--- src/hdl/cisq_pkg.sv ---
// Shared types, defaults and helpers for the case-insensitive string sorter.
package cisq_pkg;

	localparam int MAX_STRINGS_DEF  = 256;
	localparam int STRING_BYTES_DEF = 32;

	// Controller states
	typedef enum logic [4:0] {
		ST_IDLE,
		ST_INIT,
		ST_POP,
		ST_POPRD,
		ST_SPLIT,
		ST_LOOP,
		ST_XRD,
		ST_XWR1,
		ST_XWR2,
		ST_CORD,
		ST_CLEN,
		ST_CRD,
		ST_CCHK,
		ST_CMP1,
		ST_CMP2,
		ST_PUSH1,
		ST_PUSH2,
		ST_FORD,
		ST_FLEN,
		ST_FRD,
		ST_FOUT
	} state_t;

	// Which pair of order positions the order-table ports address
	typedef enum logic [2:0] {
		PR_FETCH,
		PR_LO_MID,
		PR_LEFT_RIGHT,
		PR_LO_RIGHT,
		PR_LEFT_LO,
		PR_RIGHT_LO
	} pair_t;

	// Where an exchange returns to
	typedef enum logic [1:0] {
		XR_SPLIT,
		XR_SWAP,
		XR_PART
	} xret_t;

	// Which scan comparison is running
	typedef enum logic {
		CR_LEFT,
		CR_RIGHT
	} cret_t;

	typedef struct packed {
		pair_t pair;
		logic  load_step;
		logic  init_wr;
		logic  push_root;
		logic  sort_done;
		logic  pop_rd;
		logic  take_range;
		logic  ord_rd;
		logic  ord_wr_a;
		logic  ord_wr_b;
		logic  len_rd;
		logic  str_rd;
		logic  k_inc;
		logic  cmp_latch;
		logic  left_inc;
		logic  right_dec;
		logic  push_hi;
		logic  push_lo;
		logic  out_load;
	} cmd_t;

	typedef struct packed {
		logic phase_fetch;
		logic count_ok;
		logic n_small;
		logic init_last;
		logic stack_empty;
		logic range_empty;
		logic loop_done;
		logic cmp_end;
		logic cmp_lt;
		logic cmp_gt;
		logic can_push_hi;
		logic can_push_lo;
		logic out_busy;
	} sts_t;

	// Fold upper-case ASCII letters to lower case
	function automatic logic [7:0] fold(input logic [7:0] c);
		logic [7:0] r;
		r = c;
		if (c >= 8'd65 && c <= 8'd90) begin
			r = c + 8'd32;
		end
		return r;
	endfunction

endpackage

--- src/hdl/cisq_ctrl.sv ---
// Sequencer for loading, the quicksort walk and fetching.
module cisq_ctrl (
	input  logic          clk,
	input  logic          arst_n,
	input  logic          in_valid,
	input  logic          in_action,
	input  logic          in_list_end,
	output logic          in_ready,
	output cisq_pkg::cmd_t cmd,
	input  cisq_pkg::sts_t sts
);
	import cisq_pkg::*;

	state_t state_q, state_d;
	xret_t  xret_q, xret_d;
	cret_t  cret_q, cret_d;
	logic   accept;

	assign accept   = in_valid && (state_q == ST_IDLE);
	assign in_ready = (state_q == ST_IDLE);

	// State registers
	always_ff @(posedge clk or negedge arst_n) begin
		if (!arst_n) begin
			state_q <= ST_IDLE;
			xret_q  <= XR_SPLIT;
			cret_q  <= CR_LEFT;
		end else begin
			state_q <= state_d;
			xret_q  <= xret_d;
			cret_q  <= cret_d;
		end
	end

	// Next state
	always_comb begin
		state_d = state_q;
		xret_d  = xret_q;
		cret_d  = cret_q;
		unique case (state_q)
			ST_IDLE: begin
				if (accept) begin
					if (!in_action && !sts.phase_fetch && in_list_end) begin
						state_d = ST_INIT;
					end else if (in_action && sts.phase_fetch && sts.count_ok) begin
						state_d = ST_FORD;
					end
				end
			end
			ST_INIT: begin
				if (sts.init_last) begin
					state_d = sts.n_small ? ST_IDLE : ST_POP;
				end
			end
			ST_POP:   state_d = sts.stack_empty ? ST_IDLE : ST_POPRD;
			ST_POPRD: state_d = ST_SPLIT;
			ST_SPLIT: begin
				if (sts.range_empty) begin
					state_d = ST_POP;
				end else begin
					xret_d  = XR_SPLIT;
					state_d = ST_XRD;
				end
			end
			ST_XRD:  state_d = ST_XWR1;
			ST_XWR1: state_d = ST_XWR2;
			ST_XWR2: state_d = (xret_q == XR_PART) ? ST_PUSH1 : ST_LOOP;
			ST_LOOP: begin
				if (sts.loop_done) begin
					xret_d  = XR_PART;
					state_d = ST_XRD;
				end else begin
					cret_d  = CR_LEFT;
					state_d = ST_CORD;
				end
			end
			ST_CORD: state_d = ST_CLEN;
			ST_CLEN: state_d = ST_CRD;
			ST_CRD:  state_d = ST_CCHK;
			ST_CCHK: begin
				if (sts.cmp_end) begin
					state_d = (cret_q == CR_LEFT) ? ST_CMP1 : ST_CMP2;
				end else begin
					state_d = ST_CRD;
				end
			end
			ST_CMP1: begin
				if (sts.cmp_lt) begin
					state_d = ST_LOOP;
				end else begin
					cret_d  = CR_RIGHT;
					state_d = ST_CORD;
				end
			end
			ST_CMP2: begin
				if (sts.cmp_gt) begin
					state_d = ST_LOOP;
				end else begin
					xret_d  = XR_SWAP;
					state_d = ST_XRD;
				end
			end
			ST_PUSH1: state_d = ST_PUSH2;
			ST_PUSH2: state_d = ST_POP;
			ST_FORD:  state_d = ST_FLEN;
			ST_FLEN:  state_d = ST_FRD;
			ST_FRD:   state_d = ST_FOUT;
			ST_FOUT:  state_d = sts.out_busy ? ST_FOUT : ST_IDLE;
			default:  state_d = ST_IDLE;
		endcase
	end

	// Commands to the datapath
	always_comb begin
		cmd      = '0;
		cmd.pair = PR_FETCH;
		unique case (state_q)
			ST_IDLE: begin
				cmd.load_step = accept && !in_action && !sts.phase_fetch;
			end
			ST_INIT: begin
				cmd.init_wr = 1'b1;
				if (sts.init_last) begin
					cmd.sort_done = sts.n_small;
					cmd.push_root = !sts.n_small;
				end
			end
			ST_POP: begin
				cmd.sort_done = sts.stack_empty;
				cmd.pop_rd    = !sts.stack_empty;
			end
			ST_POPRD: cmd.take_range = 1'b1;
			ST_XRD, ST_XWR1, ST_XWR2: begin
				case (xret_q)
					XR_SPLIT: cmd.pair = PR_LO_MID;
					XR_SWAP:  cmd.pair = PR_LEFT_RIGHT;
					default:  cmd.pair = PR_LO_RIGHT;
				endcase
				cmd.ord_rd   = (state_q == ST_XRD);
				cmd.ord_wr_a = (state_q == ST_XWR1);
				cmd.ord_wr_b = (state_q == ST_XWR2);
				if (state_q == ST_XWR2 && xret_q == XR_SWAP) begin
					cmd.left_inc  = 1'b1;
					cmd.right_dec = 1'b1;
				end
			end
			ST_CORD, ST_CLEN, ST_CRD, ST_CCHK: begin
				cmd.pair      = (cret_q == CR_LEFT) ? PR_LEFT_LO : PR_RIGHT_LO;
				cmd.ord_rd    = (state_q == ST_CORD);
				cmd.len_rd    = (state_q == ST_CLEN);
				cmd.str_rd    = (state_q == ST_CRD);
				cmd.cmp_latch = (state_q == ST_CCHK);
				cmd.k_inc     = (state_q == ST_CCHK) && !sts.cmp_end;
			end
			ST_CMP1:  cmd.left_inc  = sts.cmp_lt;
			ST_CMP2:  cmd.right_dec = sts.cmp_gt;
			ST_PUSH1: cmd.push_hi   = sts.can_push_hi;
			ST_PUSH2: cmd.push_lo   = sts.can_push_lo;
			ST_FORD:  cmd.ord_rd    = 1'b1;
			ST_FLEN:  cmd.len_rd    = 1'b1;
			ST_FRD:   cmd.str_rd    = 1'b1;
			ST_FOUT:  cmd.out_load  = !sts.out_busy;
			default: ;
		endcase
	end

endmodule

--- config.mk ---
export PLATFORM = sky130hd
export DESIGN_NAME = cisq_ctrl
export DESIGN_NICKNAME = d
export VERILOG_FILES = /design/src/hdl/cisq_pkg.sv /design/src/hdl/cisq_ctrl.sv
export SDC_FILE = /design/constraint.sdc
export NUM_CORES = 1
export LEC_CHECK = 0
export BUFFER_PORTS_ARGS = -buffer_cell sky130_fd_sc_hd__buf_2
export CORE_AREA = 2 2 48 68
export DETAILED_ROUTE_END_ITERATION = 8
export DIE_AREA = 0 0 50 70
export GPL_TIMING_DRIVEN = 1
export PLACE_DENSITY = 0.7
export SLEW_MARGIN = 15
export SYNTH_ARGS = -nofsm -noshare
export SYNTH_HDL_FRONTEND = slang
export SYNTH_SLANG_ARGS = --single-unit
--- constraint.sdc ---
create_clock -name clk -period 2.3 [get_ports clk]
set_input_delay 0 -clock clk [delete_from_list [all_inputs] [get_ports clk]]
set_output_delay 0 -clock clk [all_outputs]
set_load 0.1 [all_outputs]
After elaboration in Yosys (flattened, before gate mapping) --
Index checks and enable logic that the tools add are counted.
Word-level totals: latch bits 0, memories 0, bits in registers 8, word-level logic and storage cells 99, ROM bits 0, bits in writable memories 0, input bits 18
Cells by class: add/subtract/negate cells 0, multiplexer cells 42, reduce and logical (&&, ||, !) cells 24, eq/ne operators 30, bitwise gates (word level) 0, $mul 0, shift-type cells 0, div/mod/pow operators 0, magnitude comparators 0
Operators by type and width (number):
- $pmux W5 S21 | 1
- $eq A5 B4 Y1 const B | 8
- $eq A5 B5 Y1 const B | 5
- $mux W5 | 5
- $mux W2 | 12
- $eq A5 B3 Y1 const B | 4
- $mux W4 | 3
- $ne A2 B2 Y1 const B | 6
- $pmux W1 S2 | 6
- $eq A5 B2 Y1 const B | 2
- $logic_and A1 B1 Y1 | 9
- $mux W1 | 9
- $logic_not A1 Y1 | 6
- $mux W3 | 2
- $pmux W2 S3 | 1
- $pmux W3 S2 | 1
- $reduce_and A3 Y1 | 2
- $eq A5 B1 Y1 const B | 1
- $logic_not A5 Y1 | 1
- $pmux W2 S2 | 1
- $reduce_and A4 Y1 | 1
- $reduce_or A4 Y1 | 1
- $ne A3 B1 Y1 const B | 1
- $pmux W1 S3 | 1
- 7 further kinds | 7

Longest topological paths before layout --
depth in word-level cells 6, mapped depth 7, mapped depth without buffers 5

Worst setup path before layout --
Ideal clock, no wire load.
path type reg2out, from reg state_q[0], to out cmd[18] in the netlist's numbering, path slack -1426 ps, arrival 3726 ps, required time 2300 ps, stages on the path, launching flop included 7, buffers on the path 1, cell sequence dfrtp_1 -> buf_2 -> nor2_1 -> nor2b_1 -> nor3_1 -> nand2_1 -> nand2_1
RTL lines:
- start, declared | RTL line cisq_ctrl.sv:14 | state_t state_q, state_d;
- start signal, assigned | RTL line cisq_ctrl.sv:29 | state_q <= state_d;
- end, declared | RTL line cisq_ctrl.sv:9 | output cisq_pkg::cmd_t cmd,

Worst setup path in the final report --
from reg state_q[3], to out in_ready
On the way: cells in the longest elaborated chain, start to end 1
Ends and longest elaborated chain:
- $logic_not A5 Y1 | RTL line cisq_ctrl.sv:20 | assign in_ready = (state_q == ST_IDLE);
- end, declared | RTL line cisq_ctrl.sv:8 | output logic in_ready,
Every way passes these cells.

==> results.sh <==
export IMPL_status="finished, final reports clean"
export IMPL_syn_inst=140
export IMPL_core_rowCount=24
export IMPL_synth_edf_count=0
export IMPL_synth_top_cell_area_share_pct=20.8
export IMPL_start_kind="register"
export IMPL_post_cts_buffers=0
export IMPL_synth_main_ff_cell="dfrtp_1"
export IMPL_rsz0062_at_grt="no"
export IMPL_final_setup_worst_slack_ns=0.198
export IMPL_ys_warn_count=0
export IMPL_hold_viol_final=0
export IMPL_io_buffers=39
export IMPL_fin_crit_sh_pct=91.4
export IMPL_wl_per_cell_um=14.3
export IMPL_ys_seq_elements=8
export IMPL_drv_slew=0
export IMPL_grt_usage_pct=19.2
export IMPL_vdd_drop_max_mv=0.896
export IMPL_cp_required_ns=2.30
export IMPL_diodes=0
export IMPL_tightest_slew_ns=0.511
export IMPL_fill_cells=304
export IMPL_place_ws_ns=0.454
export IMPL_routed_wl_um=3110
export IMPL_layout_nets=198
export IMPL_place_hpwl_um=2500
export IMPL_yosysTopAreaCell="dfrtp_1"
export IMPL_dp_cells=213
export IMPL_final_setup_skew_ns=0.00253
export IMPL_cp_end_kind="primary output"
export IMPL_slew_headroom_pct=65.9
export IMPL_ys_seq_area_share_pct=20.8
export IMPL_min_path_type="input pin to register"
export IMPL_io_pins=40
export IMPL_finalNonFillerCells=217
export IMPL_die_w_um=50
export IMPL_layout_min_cycle_time_ns=2.10
export IMPL_hold_ws_ns=0.0955
export IMPL_area_growth_pct=36.8
export IMPL_num_vias=1163
export IMPL_dieHeight_um=70
export IMPL_critPathMaxFanout=15
export IMPL_wl_met1_um=1170
export IMPL_wl_met2_um=1580
export IMPL_ant_nets=0
export IMPL_p_leak_nw=0.594
export IMPL_drc_errors=0
export IMPL_grt_max_degree=20
export IMPL_crit_path_top_delay_cell="or3_1"
export IMPL_synth_fp_nets=158
export IMPL_max_stage_delay_ns=0.58
export IMPL_drtIter0Drc=26
export IMPL_synth_area_leaders="dfrtp_1 (21%), nor2_1 (7.8%), nand2_1 (6.6%)"
export IMPL_avgSynthCellArea_sq_um=6.88
export IMPL_fp_coreArea_sq_mm=0.00297
export IMPL_cts_buffers=3
export IMPL_start_util_pct=32.4
export IMPL_power_density_mw_per_mm2=1530
export IMPL_dieArea_sq_mm=0.00350
export IMPL_yosysMostFrequentCell="nor2_1"
export IMPL_worstSetupPathType="register to primary output"
export IMPL_htree_num_levels=1
export IMPL_via_per_inst=5.36
export IMPL_path_clk_slew_ns=0.05
export IMPL_worstPathCellList="or3_1 > nor3_4 > buf_2"
export IMPL_grt_pass1_vias=1093
export IMPL_arrival_ns=2.10
export IMPL_async_flop_share_pct=100
export IMPL_ctsRootBufferMaster="clkbuf_8"
export IMPL_cts_num_sinks=8
export IMPL_grt_ovfl_total=0
export IMPL_top_layer_used="met4"
export IMPL_place_congestion=0.885
export IMPL_antenna_found_initial=0
export IMPL_dr_pass1_iters=4
export IMPL_clockBufferDepth=2
export IMPL_setup_viol=0
export IMPL_synth_common_cells="nor2_1 (20), nand2_1 (17), nand3_1 (11), a21oi_1 (8), dfrtp_1 (8)"
export IMPL_drive_gt1_share_pct=36.0
export IMPL_met3_length_um=216
export IMPL_grt_pass1_wl_um=5200
export IMPL_syn_cell_area_sq_um=963
export IMPL_fmax_ghz=0.476
export IMPL_clk_latency_ns=0.24
export IMPL_max_cap_violations=0
export IMPL_cts_tree="built"
export IMPL_synth_distinct_cells=43
cell usage in the layout (no fill, tap or decap), types with 2 or more instances in the layout:
cell type	instances
nand2b_1	7
o211ai_1	2
mux2i_1	2
nand3_1	11
nor3_1	3
nor2_1	19
nor2b_1	7
o21ai_0	5
buf_2	38
inv_1	3
clkbuf_8	3
buf_4	4
nand2_1	17
o21ai_1	2
a21oi_1	8
a32oi_1	2
o21bai_1	2
dfrtp_1	8
nor3_4	2
nor3_2	5
path summary, 6_finish.rpt:
| kind | from | endpoint | slack (ns) | cells past startpoint |
|---|---|---|---|---|
| setup / recovery | state_q[3] | in_ready | 0.20 | 3 |
| hold / removal | sts[9] | state_q[0] | 0.1 | 3 |
| setup reg to reg | state_q[3] | state_q[0] | 0.50 | 4 |
| hold reg to reg | xret_q[1] | xret_q[1] | 0.57 | 1 |
| max in group asynchronous | arst_n | state_q[0] | 1.97 | 2 |
| min in group asynchronous | arst_n | state_q[2] | 0.15 | 2 |
routing by layer:
metal,vias to the layer above,GRT usage [%]
met5,-,0
met4,0,12.0
met3,11,2.56
met2,56,32.7
met1,517,22.0
li1,579,-
worst max-delay path: cells and delay by family (launching register included):
family,cells,cell delay (ns)
AND/OR/NAND/NOR,2,0.87
buffers and inverters,1,0.46
flip-flops,1,0.52
cell families (layout without fill, tap and decap cells):
logic type / after synthesis / count (layout) / share of synthesized area, %
simple gates: 84 / 84 / 46.9
xor+xnor: 1 / 1 / 0.909
flops: 8 / 8 / 20.8
compound gates: 33 / 33 / 22.7
mux: 2 / 2 / 2.08
buf+inv: 12 / 50 / 6.62
what timing repair did:
action,4_1_cts,5_1_grt
resized for setup,0,0
hold endpoints to repair,8,0
hold buffers,1,0
area by class of cell:
class | count | area, sq um | area share (%)
clock buffers | 3 | 41.3 | 3.13
multi-input cells | 120 | 766 | 58.1
inverters | 3 | 11.3 | 0.855
flip-flops and latches | 8 | 200 | 15.2
well taps | 39 | 48.8 | 3.70
repair buffers | 44 | 250 | 19.0
report_power, final:
part           leakage (nW)  total [mW]  switching [mW]  internal [mW]
logic                 0.469        1.50            1.08          0.418
registers             0.103       0.342           0.140          0.203
clock network        0.0216       0.179          0.0643          0.114
through the flow:
step	util, %	total power [mW]	TNS [ns]	cell area [sq um]
finish	44.3	2.02	0	1320
global route	44.3	2.15	0	1320
CTS	44.3	2.02	0	1320
detailed placement	42.6	1.83	0	1270
global placement	42.6	1.83	0	1270
floorplan	-	1.60	-0.621	1040
state kept, by name, summed over array words and instances (netlist names):
signal,count
cret_q,1
state_q,5
xret_q,2
(Power assumes the default switching activity.)
